===== src/sv/hc3_pkg.sv =====
package hc3_pkg;

  localparam int unsigned SymW          = 5;
  localparam int unsigned KeyW          = 45;
  localparam int unsigned RowW          = 15;
  localparam int unsigned ProdW         = 10;
  localparam int unsigned SumW          = 12;
  localparam int unsigned QuotW         = 8;
  localparam int unsigned HillMod       = 26;
  localparam int unsigned GroupDepthDef = 2;
  localparam int unsigned OutDepthDef   = 8;

  // floor(2^16 / 26); underestimates the quotient by at most one over the sum range
  localparam logic [SumW-1:0] RecipMul = 12'd2520;

  typedef logic [SymW-1:0] sym_t;

  localparam sym_t PadSymbol = 5'd23;

  typedef struct packed {
    sym_t s0;
    sym_t s1;
    sym_t s2;
    logic last;
  } group_t;

  typedef struct packed {
    sym_t sym;
    logic last;
  } cipher_t;

  typedef enum logic [1:0] {
    ROW0,
    ROW1,
    ROW2
  } row_t;

endpackage


===== src/sv/hill_cipher_3x3_encrypt.sv =====
// 3x3 hill cipher encryptor, modulo 26. plaintext symbols (0..25) come in
// through a queue-style push/full port, one per cycle; message_end marks the
// last symbol of a message. symbols are gathered in threes and each group
// leaves as three cipher symbols, row j of the key dotted with the group and
// reduced mod 26. a message that ends mid-group is padded with 'X' (23); a
// message whose length is a multiple of three gets no padding. last_out is
// set on the third cipher symbol of the closing group. results are read
// through empty/pop. the key (nine 5-bit entries, row-major, entry r*3+c at
// bits 5*(r*3+c)) is written on the cfg channel, always ready; the user must
// write it only while the block is idle, which the block does not enforce.
// sustained rate is one symbol per cycle in and out while the receiver
// keeps popping: the single row unit produces one cipher symbol per cycle;
// a message end on a short group yields three results for one or two
// symbols and the input side then waits on that unit.
// no clearing pass after reset.
module hill_cipher_3x3_encrypt #(
  parameter int GROUP_DEPTH = hc3_pkg::GroupDepthDef,
  parameter int OUT_DEPTH   = hc3_pkg::OutDepthDef
) (
  input  logic                      clk,
  input  logic                      rst,
  // plaintext request side
  input  logic                      push,
  output logic                      full,
  input  logic [hc3_pkg::SymW-1:0]  plain_symbol,
  input  logic                      message_end,
  // ciphertext side
  output logic                      empty,
  input  logic                      pop,
  output logic [hc3_pkg::SymW-1:0]  cipher_symbol,
  output logic                      last_out,
  // key write channel
  input  logic                      cfg_valid,
  output logic                      cfg_ready,
  input  logic [hc3_pkg::KeyW-1:0]  key_matrix
);

  import hc3_pkg::*;

  logic [KeyW-1:0] key;

  group_t  grp_in;
  group_t  grp_head;
  logic    grp_push;
  logic    grp_full;
  logic    grp_pop;
  logic    grp_empty;

  cipher_t cip_in;
  cipher_t cip_head;
  logic    cip_push;
  logic [$clog2(OUT_DEPTH+1)-1:0] out_level;

  // key register, taken on every valid request
  assign cfg_ready = 1'b1;

  always_ff @(posedge clk) begin
    if (rst) begin
      key <= '0;
    end else if (cfg_valid && cfg_ready) begin
      key <= key_matrix;
    end
  end

  // front: gathers symbols and closes groups, padding short ones
  hc3_front u_front (
    .clk          (clk),
    .rst          (rst),
    .push         (push),
    .full         (full),
    .plain_symbol (plain_symbol),
    .message_end  (message_end),
    .grp          (grp_in),
    .grp_push     (grp_push),
    .grp_full     (grp_full)
  );

  // short group queue decoupling front and back
  hc3_fifo #(
    .WIDTH ($bits(group_t)),
    .DEPTH (GROUP_DEPTH)
  ) u_group_q (
    .clk   (clk),
    .rst   (rst),
    .push  (grp_push),
    .din   (grp_in),
    .full  (grp_full),
    .pop   (grp_pop),
    .dout  (grp_head),
    .empty (grp_empty),
    .count ()
  );

  // back: one key row per cycle unless stalled; multiply, sum, mod 26 stages
  hc3_back #(
    .OUT_DEPTH (OUT_DEPTH)
  ) u_back (
    .clk       (clk),
    .rst       (rst),
    .key       (key),
    .grp       (grp_head),
    .grp_empty (grp_empty),
    .grp_pop   (grp_pop),
    .out_level (out_level),
    .cip       (cip_in),
    .cip_push  (cip_push)
  );

  // result queue; the back issues only when a slot is reserved for it
  hc3_fifo #(
    .WIDTH ($bits(cipher_t)),
    .DEPTH (OUT_DEPTH)
  ) u_out_q (
    .clk   (clk),
    .rst   (rst),
    .push  (cip_push),
    .din   (cip_in),
    .full  (),
    .pop   (pop),
    .dout  (cip_head),
    .empty (empty),
    .count (out_level)
  );

  assign cipher_symbol = cip_head.sym;
  assign last_out      = cip_head.last;

endmodule


===== src/sv/hc3_fifo.sv =====
module hc3_fifo #(
  parameter int WIDTH = 8,
  parameter int DEPTH = 2
) (
  input  logic                         clk,
  input  logic                         rst,
  input  logic                         push,
  input  logic [WIDTH-1:0]             din,
  output logic                         full,
  input  logic                         pop,
  output logic [WIDTH-1:0]             dout,
  output logic                         empty,
  output logic [$clog2(DEPTH+1)-1:0]   count
);

  localparam int AW = (DEPTH > 1) ? $clog2(DEPTH) : 1;
  localparam int CW = $clog2(DEPTH+1);

  logic [WIDTH-1:0] mem [DEPTH];
  logic [AW-1:0]    wptr;
  logic [AW-1:0]    rptr;
  logic             do_push;
  logic             do_pop;

  assign full    = (count == CW'(DEPTH));
  assign empty   = (count == '0);
  assign do_push = push && !full;
  assign do_pop  = pop && !empty;
  assign dout    = mem[rptr];

  always_ff @(posedge clk) begin
    if (do_push) begin
      mem[wptr] <= din;
    end
  end

  always_ff @(posedge clk) begin
    if (rst) begin
      wptr  <= '0;
      rptr  <= '0;
      count <= '0;
    end else begin
      if (do_push) begin
        wptr <= (wptr == AW'(DEPTH-1)) ? '0 : wptr + 1'b1;
      end
      if (do_pop) begin
        rptr <= (rptr == AW'(DEPTH-1)) ? '0 : rptr + 1'b1;
      end
      if (do_push && !do_pop) begin
        count <= count + 1'b1;
      end else if (do_pop && !do_push) begin
        count <= count - 1'b1;
      end
    end
  end

endmodule


===== src/sv/hc3_front.sv =====
module hc3_front (
  input  logic           clk,
  input  logic           rst,
  input  logic           push,
  output logic           full,
  input  hc3_pkg::sym_t  plain_symbol,
  input  logic           message_end,
  output hc3_pkg::group_t grp,
  output logic           grp_push,
  input  logic           grp_full
);

  import hc3_pkg::*;

  sym_t       held0;
  sym_t       held1;
  logic [1:0] count;
  logic       accept;

  assign full     = grp_full;
  assign accept   = push && !grp_full;
  // a group closes on its third symbol or on the message end
  assign grp_push = accept && (count == 2'd2 || message_end);

  always_comb begin
    grp.last = message_end;
    case (count)
      2'd0: begin
        grp.s0 = plain_symbol;
        grp.s1 = PadSymbol;
        grp.s2 = PadSymbol;
      end
      2'd1: begin
        grp.s0 = held0;
        grp.s1 = plain_symbol;
        grp.s2 = PadSymbol;
      end
      default: begin
        grp.s0 = held0;
        grp.s1 = held1;
        grp.s2 = plain_symbol;
      end
    endcase
  end

  always_ff @(posedge clk) begin
    if (rst) begin
      count <= '0;
    end else if (accept) begin
      count <= grp_push ? 2'd0 : count + 2'd1;
    end
  end

  always_ff @(posedge clk) begin
    if (accept && !grp_push) begin
      if (count[0]) begin
        held1 <= plain_symbol;
      end else begin
        held0 <= plain_symbol;
      end
    end
  end

endmodule


===== src/sv/hc3_back.sv =====
module hc3_back #(
  parameter int OUT_DEPTH = 8
) (
  input  logic                              clk,
  input  logic                              rst,
  input  logic [hc3_pkg::KeyW-1:0]          key,
  input  hc3_pkg::group_t                   grp,
  input  logic                              grp_empty,
  output logic                              grp_pop,
  input  logic [$clog2(OUT_DEPTH+1)-1:0]    out_level,
  output hc3_pkg::cipher_t                  cip,
  output logic                              cip_push
);

  import hc3_pkg::*;

  localparam int LW = $clog2(OUT_DEPTH+1);

  row_t              row;
  row_t              row_next;
  logic              issue;
  logic [LW:0]       used;
  logic [RowW-1:0]   krow;
  sym_t              k0, k1, k2;

  logic              v1, v2, v3;
  logic [ProdW-1:0]  p0, p1, p2;
  logic              last1, last2, last3;
  logic [SumW-1:0]   sum2, sum3;
  logic [QuotW-1:0]  q3;
  logic [2*SumW-1:0] prod;
  logic [SumW-1:0]   rem;
  logic [SumW-1:0]   rem_fix;

  // results in flight plus those queued must fit the output queue
  assign used  = {1'b0, out_level} + (LW+1)'(v1) + (LW+1)'(v2) + (LW+1)'(v3);
  assign issue = !grp_empty && (used < (LW+1)'(OUT_DEPTH));
  assign grp_pop = issue && (row == ROW2);

  always_comb begin
    row_next = row;
    krow     = key[RowW-1:0];
    case (row)
      ROW0: begin
        krow = key[RowW-1:0];
        if (issue) row_next = ROW1;
      end
      ROW1: begin
        krow = key[2*RowW-1:RowW];
        if (issue) row_next = ROW2;
      end
      ROW2: begin
        krow = key[3*RowW-1:2*RowW];
        if (issue) row_next = ROW0;
      end
      default: begin
        row_next = ROW0;
      end
    endcase
  end

  assign k0 = krow[SymW-1:0];
  assign k1 = krow[2*SymW-1:SymW];
  assign k2 = krow[3*SymW-1:2*SymW];

  // mod 26 by reciprocal: q from the product, then one compare and subtract
  assign prod    = (2*SumW)'(sum2) * (2*SumW)'(RecipMul);
  assign rem     = sum3 - SumW'(q3) * SumW'(HillMod);
  assign rem_fix = (rem >= SumW'(HillMod)) ? rem - SumW'(HillMod) : rem;

  assign cip.sym  = rem_fix[SymW-1:0];
  assign cip.last = last3;
  assign cip_push = v3;

  always_ff @(posedge clk) begin
    if (rst) begin
      row <= ROW0;
      v1  <= 1'b0;
      v2  <= 1'b0;
      v3  <= 1'b0;
    end else begin
      row <= row_next;
      v1  <= issue;
      v2  <= v1;
      v3  <= v2;
    end
  end

  always_ff @(posedge clk) begin
    p0    <= ProdW'(k0) * ProdW'(grp.s0);
    p1    <= ProdW'(k1) * ProdW'(grp.s1);
    p2    <= ProdW'(k2) * ProdW'(grp.s2);
    last1 <= grp.last && (row == ROW2);
    sum2  <= SumW'(p0) + SumW'(p1) + SumW'(p2);
    last2 <= last1;
    q3    <= prod[2*SumW-1:16];
    sum3  <= sum2;
    last3 <= last2;
  end

endmodule


===== config.mk =====
export PLATFORM = sky130hd
export DESIGN_NAME = hill_cipher_3x3_encrypt
export DESIGN_NICKNAME = d
export VERILOG_FILES = /design/src/sv/hc3_pkg.sv /design/src/sv/hill_cipher_3x3_encrypt.sv /design/src/sv/hc3_fifo.sv /design/src/sv/hc3_front.sv /design/src/sv/hc3_back.sv
export SDC_FILE = /design/constraint.sdc
export NUM_CORES = 1
export LEC_CHECK = 0
export ABC_CLOCK_PERIOD_IN_PS = 5600
export CAP_MARGIN = 30
export CORE_ASPECT_RATIO = 1.4
export CORE_MARGIN = 8
export CORE_UTILIZATION = 35
export CTS_CLUSTER_DIAMETER = 100
export CTS_CLUSTER_SIZE = 14
export DETAILED_ROUTE_END_ITERATION = 10
export DONT_BUFFER_PORTS = 1
export PLACE_DENSITY = 0.55
export SYNTH_ARGS = -nofsm -noshare
export SYNTH_HDL_FRONTEND = slang
export SYNTH_SLANG_ARGS = --single-unit

===== constraint.sdc =====
create_clock -name clk -period 5.6 [get_ports clk]
set_input_delay 0.56 -clock clk [delete_from_list [all_inputs] [get_ports clk]]
set_output_delay 0.56 -clock clk [all_outputs]
set_load 0.03 [all_outputs]

==> flow_metrics.tcl, run 1 <==
set metrics [dict create \
    outcome "complete, no violations" \
    die_y_um 251 \
    r2r-start "u_back.row[0]" \
    wl_mm 26.5 \
    fin_skew_ns 0.0316 \
    setup_viol 0 \
    grt.total_usage_pct 11.7 \
    cts-resized-gates 0 \
    wire_per_inst_um 14.7 \
    async_flop_share_pct 0 \
    final_cell_mix "ha_1 (169), inv_1 (154), dfxtp_1 (135), nor2_1 (129), edfxtp_1 (90)" \
    whs_ns 0.0997 \
    fin_cells 1797 \
    cp_max_fo 18 \
    cts-root-buf "clkbuf_16" \
    viasPerCell 4.77 \
    reg2reg_depth 16 \
    ys.flop_type "dfxtp_1" \
    hold_class "input pin to register" \
    max_freq_mhz 205 \
    yosysTopAreaCellShare_pct 19.6 \
    cts_tree "yes" \
    reg2reg_to "u_back.p0[9]" \
    port_buffers 0 \
    start_util_pct 35.3 \
    path_class "register to register" \
    synthCells 1258 \
    ctsHoldBuffers 0 \
    antenna_cells 0 \
    grt_setup_unrepaired "false" \
    first_pass_iters 5 \
    ys_types 63 \
    synth_area_leaders "dfxtp_1 (20%), edfxtp_1 (20%), ha_1 (15%)" \
    synth_seq_area_share_pct 39.2 \
    first_iter_violations 408 \
    worst_pin_slew_ns 0.969 \
    ant_nets 0 \
    path_clk_slew_ns 0.06 \
    cp-start-kind "register" \
    io_pins 65 \
    rows 86 \
    ys_warn_count 0 \
    crit_required_ns 5.98 \
    maxCapViolCount 0 \
    cts_num_sinks 225 \
    min_period_ns 4.89 \
    dieArea_um2 46100 \
    worst-r2r-setup-slack_ns 0.71 \
    clk-insertion-delay-late_ns 0.53 \
    syn_nets 1556 \
    worst-endpoint-arrival_ns 5.27 \
    whs_endpoint "key[3]" \
    min-delay-start "rst" \
    synth_edf_count 90 \
    place_inst 1764 \
    endpoint_kind "register" \
    area_growth_pct 8.71 \
    grt_max_degree 68 \
    finalCritPeriodShare_pct 87.3 \
    place_hpwl_mm 21.2 \
    grt_overflow 0 \
    finalHoldViolCount 0 \
    route.vias.total 8567 \
    grt_pass1_wl_mm 44.1 \
    fin_tns_setup_ns 0 \
    synth_top_area_cell "dfxtp_1" \
    final_common_cell "ha_1" \
    htree_num_levels 1 \
    gp_congestion 0.804 \
    drive_above_1_share_pct 5.75 \
    syn_area_um2 13800 \
    clockBufferDepth 3 \
    drc 0 \
    core-area_um2 39100 \
    syn_area_per_cell_um2 11.0 \
    cts_setup_buffers 0 \
    cts_inserted_buffers 20 \
    holdPathStages 1 \
    grt_pass1_vias 8978 \
    slew_viol_final 0 \
    relSlewSlack_pct 34.8 \
    fp.dieW_um 184 \
    ys_seq_elements 225 \
    antenna_found_initial 0 \
    nNetsFinal 1556 \
]
==> how the worst max path moves through the flow <==
stage	startpoint	end	cells past startpoint	slack (ns)
after CTS	u_back.row[0]	u_back.p0[9]	16	0.67
after global routing	u_back.row[0]	u_back.p0[9]	16	0.36
final	u_back.row[0]	u_back.p0[9]	16	0.71
after detailed placement	u_back.row[0]	u_back.p0[9]	16	0.74
after floorplan	u_back.row[0]	u_back.p2[9]	17	1.20
after global placement	u_back.row[0]	u_back.p0[9]	16	0.84
==> critical path, stage by stage (launching register included) <==
cell,delay [ns]
dfxtp_1,0.34
inv_1,0.11
ha_1,0.55
a22oi_1,0.20
nand2_1,0.11
o21ai_0,0.28
or2_2,0.40
fa_1,0.51
fa_1,0.52
fa_1,0.54
inv_1,0.05
ha_1,0.33
a21oi_1,0.21
o21bai_1,0.10
a21oi_1,0.22
o21ai_0,0.14
xor2_1,0.15
==> layer usage <==
metal | wire (um) | share of wire, % | GRT usage, %
met1 | 10700 | 40 | 12.7
met3 | 870 | 3.3 | 1.75
met4 | 805 | 3.0 | 4.15
met2 | 14200 | 53 | 22.6
met5 | 0 | 0 | 0
==> logic make-up (layout without fill, tap and decap cells) <==
kind of cell | after synthesis | in the layout | synth area share [%]
compound gates | 176 | 176 | 8.62
xor+xnor | 60 | 60 | 3.81
fa+ha+maj | 242 | 242 | 26.0
buf+inv | 185 | 196 | 5.09
flops | 225 | 225 | 39.2
mux | 95 | 95 | 8.13
other cells | 1 | 1 | 0.0272
simple gates | 274 | 274 | 9.14
==> Yosys cell counts, types with 2 or more instances <==
master,number
and2_1,5
or3_1,11
a22oi_1,15
mux2i_1,68
buf_1,5
o21ai_0,23
nand2_1,52
nor4_1,6
clkbuf_1,23
a211o_1,5
o2111ai_1,3
o211ai_1,2
dfxtp_1,135
mux4_2,12
buf_2,2
a21oi_1,55
nor3_1,16
a31oi_1,3
o21a_1,4
nand3_1,3
edfxtp_1,90
o21ai_1,2
mux2_2,15
inv_1,154
ha_1,169
xor2_1,22
nand2b_1,18
a21o_1,25
o21bai_1,9
nor2b_1,22
o22ai_1,3
nand4b_1,2
or2_2,3
xnor2_1,38
nor3b_1,2
a31o_2,3
fa_1,73
nor2_1,129
a22o_1,6
o31a_1,2
==> stage by stage <==
step	setup WS, ns	cell area (um^2)	util, %
floorplan	1.20	13800	-
global placement	0.836	14400	36.8
detailed placement	0.742	14400	36.8
CTS	0.672	15000	38.3
global route	0.360	15000	38.3
finish	0.713	15000	38.3
==> registers in the layout, summed over array words and instances, names as in the netlist, 3 cells and up, named ones only <==
signal         cells
u_back.p0         10
u_out_q.rptr       3
u_back.p1         10
u_front.held1      5
u_back.sum3       12
u_out_q.count      4
u_front.held0      5
u_back.sum2       12
u_back.q3          8
u_out_q.mem       48
key               45
u_group_q.mem     32
u_out_q.wptr       3
u_back.p2         10
==> area by class of cell <==
class                           instances  area (um^2)
Inverter                              154          578
Clock inverter                          2         46.3
Sequential cell                       225         5410
Timing Repair Buffer                    9         62.6
Tap cell                              528          661
Fill cell                            3812        24100
Clock buffer                           31          542
Multi-Input combinational cell        848         7680
Power of run 1 is not shown: default switching activity piles up to over one toggle a cycle in this logic, so the estimate is an artifact.
==> inputs of run 2 (changes only) <==
Settings changed: PLACE_DENSITY 0.55 to 0.46.
==> flow_metrics.tcl, run 2 (synthesis results as in run 1) <==
set metrics [dict create \
    outcome "complete, no violations" \
    antenna_cells 0 \
    core-area_um2 39100 \
    place_hpwl_mm 22.5 \
    grt_setup_unrepaired "false" \
    fin_tns_setup_ns 0 \
    viasPerCell 4.70 \
    final_cell_mix "ha_1 (169), inv_1 (154), dfxtp_1 (135), nor2_1 (129), edfxtp_1 (90)" \
    cts_num_sinks 225 \
    worst-r2r-setup-slack_ns 0.67 \
    whs_endpoint "key[11]" \
    drive_above_1_share_pct 5.83 \
    reg_top3 "u_out_q.mem (48), key (45), u_group_q.mem (32)" \
    final_common_cell "ha_1" \
    grt.total_usage_pct 12.6 \
    setup_viol 0 \
    endpoint_kind "register" \
    htree_num_levels 1 \
    slew_viol_final 0 \
    die_y_um 251 \
    dieArea_um2 46100 \
    cts-root-buf "clkbuf_16" \
    crit_required_ns 6.00 \
    nNetsFinal 1556 \
    worst-endpoint-arrival_ns 5.33 \
    route.vias.total 8450 \
    max_freq_mhz 203 \
    cts_inserted_buffers 20 \
    relSlewSlack_pct 38.1 \
    grt_overflow 0 \
    start_util_pct 35.3 \
    ant_nets 0 \
    r2r-start "u_back.row[0]" \
    cts_tree "yes" \
    grt_max_degree 68 \
    clockBufferDepth 3 \
    antenna_found_initial 0 \
    maxCapViolCount 0 \
    port_buffers 0 \
    cts-resized-gates 0 \
    top_register "u_out_q.mem" \
    clk-insertion-delay-late_ns 0.53 \
    grt_pass1_wl_mm 46.5 \
    finalCritPeriodShare_pct 88.0 \
    fillers 3871 \
    wl_mm 28.1 \
    io_pins 65 \
    min-delay-start "rst" \
    cts_setup_buffers 0 \
    drc 0 \
    ctsHoldBuffers 0 \
    first_iter_violations 187 \
    worst_pin_slew_ns 0.918 \
    gp_congestion 0.765 \
    fp.dieW_um 184 \
    reg2reg_to "u_back.p1[9]" \
    rows 86 \
    holdPathStages 1 \
    fin_skew_ns 0.0192 \
    wire_per_inst_um 15.6 \
    cp_max_fo 18 \
    path_clk_slew_ns 0.07 \
    seqCellArea_um2 5410 \
    multi_input_area_um2 7690 \
    grt_pass1_vias 9169 \
    finalHoldViolCount 0 \
    reg2reg_depth 16 \
    path_class "register to register" \
    area_growth_pct 8.73 \
    largest_reg_flops 48 \
    cp-start-kind "register" \
    min_period_ns 4.93 \
    first_pass_iters 4 \
    hold_class "input pin to register" \
]
run 2: cell count changes in the layout (fill, tap and decap cells not counted), sizes merged:
cell	previous run	this run
clkbuf	31	32
run 2: how the worst max path moves through the flow:
stage	from	to	slack (ns)
2_1_floorplan	u_back.row[0]	u_back.p2[9]	1.20
3_3_place_gp	u_back.row[0]	u_back.p1[9]	0.80
3_5_place_dp	u_back.row[0]	u_back.p1[9]	0.67
4_1_cts	u_back.row[0]	u_back.p1[9]	0.64
5_1_grt	u_back.row[0]	u_back.p1[9]	0.37
6_report	u_back.row[0]	u_back.p1[9]	0.67
run 2: worst max-delay path: stages, from the launching register on:
cell and delay [ns]:
dfxtp_1 0.34, inv_1 0.11, ha_1 0.53, a22oi_1 0.18, nand2_1 0.10, o21ai_0 0.34
or2_2 0.43, fa_1 0.51, fa_1 0.52, fa_1 0.54, inv_1 0.05, ha_1 0.33
a21oi_1 0.21, o21bai_1 0.10, a21oi_1 0.22, o21ai_0 0.14, xor2_1 0.15
run 2: stage by stage:
| step | std cells | instance area, um^2 | setup WS, ns | util [%] | hold slack, ns |
|---|---|---|---|---|---|
| after floorplan | 1258 | 13800 | 1.20 | - | 0.310 |
| after global placement | 1758 | 14400 | 0.800 | 36.8 | 0.313 |
| after detailed placement | 1764 | 14400 | 0.671 | 36.8 | 0.313 |
| after CTS | 1798 | 15000 | 0.638 | 38.4 | 0.0658 |
| after global routing | 1798 | 15000 | 0.373 | 38.4 | 0.0690 |
| final | 1798 | 15000 | 0.670 | 38.4 | 0.102 |
run 2: final cells by class:
cell class              instances  area share (%)
repair buffers                  9           0.367
multi-input cells             848            51.3
flip-flops and latches        225            36.1
inverters                     154            3.86
well taps                     528            4.41
clock buffers                  32            3.64
clock inverters                 2           0.309
run 2: per-layer routing:
layer  wire (um)  vias up  track usage (%)
li1            -     4304                -
met1       11200     4023             13.4
met2       15300       89             24.6
met3         848       34             1.85
met4         716        0             4.22
met5           0        -                0
Power of run 2 is left out for the same reason.
==> inputs of run 3 (changes only) <==
Settings changed: SYNTH_HIERARCHICAL from default to 1.
==> flow_metrics.tcl, run 3 <==
set metrics [dict create \
    reg_top3 "u_out_q/mem (48), key (45), u_group_q/mem (32)" \
    drc 0 \
    ant_nets 0 \
    final_cell_mix "inv_1 (158), ha_1 (158), dfxtp_1 (135), nor2_1 (94), edfxtp_1 (90)" \
    antenna_found_initial 0 \
    synthCells 1224 \
    finalCritPeriodShare_pct 86.8 \
    endpoint_kind "register" \
    rows 86 \
    area_growth_pct 7.63 \
    reg2reg_depth 15 \
    core-area_um2 39200 \
    maxCapViolCount 0 \
    first_iter_violations 274 \
    busiest_layer "met2" \
    finalHoldViolCount 0 \
    die_y_um 251 \
    cts-root-buf "clkbuf_16" \
    cp-startpoint "u_back/row[0]" \
    worst_pin_slew_ns 0.927 \
    path_clk_slew_ns 0.07 \
    antenna_cells 0 \
    clk-insertion-delay-late_ns 0.51 \
    max_freq_mhz 206 \
    syn_area_um2 13800 \
    gr-usage-met1_pct 13.8 \
    min-delay-start "rst" \
    cts_num_sinks 225 \
    r2r-start "u_back/row[0]" \
    start_util_pct 35.3 \
    path_class "register to register" \
    cts_tree "yes" \
    grtUsageMet3_pct 2.05 \
    relSlewSlack_pct 37.7 \
    fin_tns_setup_ns 0 \
    route.vias.total 8200 \
    syn_nets 1520 \
    cts-resized-gates 0 \
    grt_setup_unrepaired "false" \
    ctsHoldBuffers 0 \
    cp-start-kind "register" \
    min_period_ns 4.86 \
    grt_pass1_vias 8838 \
    grt.met2_usage_pct 24.2 \
    slew_viol_final 0 \
    grt_overflow 0 \
    grt_pass1_wl_mm 46.5 \
    htree_num_levels 1 \
    cts_inserted_buffers 20 \
    wire_per_inst_um 15.9 \
    dieArea_um2 46200 \
    clockBufferDepth 3 \
    hold_class "input pin to register" \
    wl_mm 27.9 \
    outcome "complete, no violations" \
    nNetsFinal 1515 \
    syn_area_per_cell_um2 11.3 \
    crit_required_ns 5.98 \
    first_pass_iters 7 \
    post_dp_cell_area_um2 14300 \
    crit_chain "inv_1 -> ha_1 -> o21ai_0 -> nor2b_1 -> fa_1 -> inv_1 -> fa_1 -> fa_1 -> inv_1 -> ha_1 -> a21oi_1 -> o21bai_1 -> a21oi_1 -> o21ai_0 -> xor2_1" \
    critPathMaxStageDelay_ns 0.71 \
    cp_max_fo 30 \
    design_area_um2 14900 \
    gp_congestion 0.733 \
    holdPathStages 1 \
    grt.total_usage_pct 12.5 \
    drive_above_1_share_pct 7.07 \
    ys_warn_count 6 \
    grt_max_degree 69 \
    viasPerCell 4.66 \
    place_hpwl_mm 21.9 \
    slowest_stage "o21ai_0" \
    setup_viol 0 \
    largest_reg_flops 48 \
    cts_setup_buffers 0 \
    io_pins 65 \
    port_buffers 0 \
    worst-endpoint-arrival_ns 5.24 \
    fin_skew_ns 0.0168 \
    top_register "u_out_q/mem" \
    fp.dieW_um 184 \
]
[run 3: final cells by class]
cell class / count / area [um^2]
Tap cell: 528 / 661
Clock buffer: 31 / 542
Timing Repair Buffer: 8 / 50.0
Inverter: 158 / 593
Sequential cell: 225 / 5410
Multi-Input combinational cell: 806 / 7560
Clock inverter: 3 / 57.6
Fill cell: 3930 / 24300
[run 3: worst paths after layout]
kind | endpoint | slack (ns)
min reg2reg | u_back/last3 | 0.33
min | u_group_q/count[1] | 0.13
max reg2reg | u_back/p1[9] | 0.74
max | u_back/p1[9] | 0.74
[run 3: worst max-delay path, delay by kind of cell, from the launching register on]
kind	cells	cell delay, ns
AOI/OAI and AO/OA	5	1.35
xor gates and xnor gates	1	0.15
adders and majority gates	5	2.53
buffers and inverters	3	0.17
DFF	1	0.36
and+or+nand+nor	1	0.15
[run 3: through the flow]
step	setup WS (ns)	hold slack (ns)	instances	utilization (%)
3_5_place_dp	0.731	0.319	1725	36.4
2_1_floorplan	1.34	0.310	1224	-
3_3_place_gp	0.888	0.315	1721	36.4
5_1_grt	0.336	0.0928	1759	38.0
6_report	0.742	0.130	1759	38.0
4_1_cts	0.704	0.0869	1759	38.0
[run 3: per-layer routing]
metal / up-vias / part of all wire, %
li1: 4151 / -
met1: 3925 / 40
met2: 89 / 54
met3: 35 / 3.7
met4: 0 / 1.9
met5: - / 0
Power of run 3 is left out for the same reason.
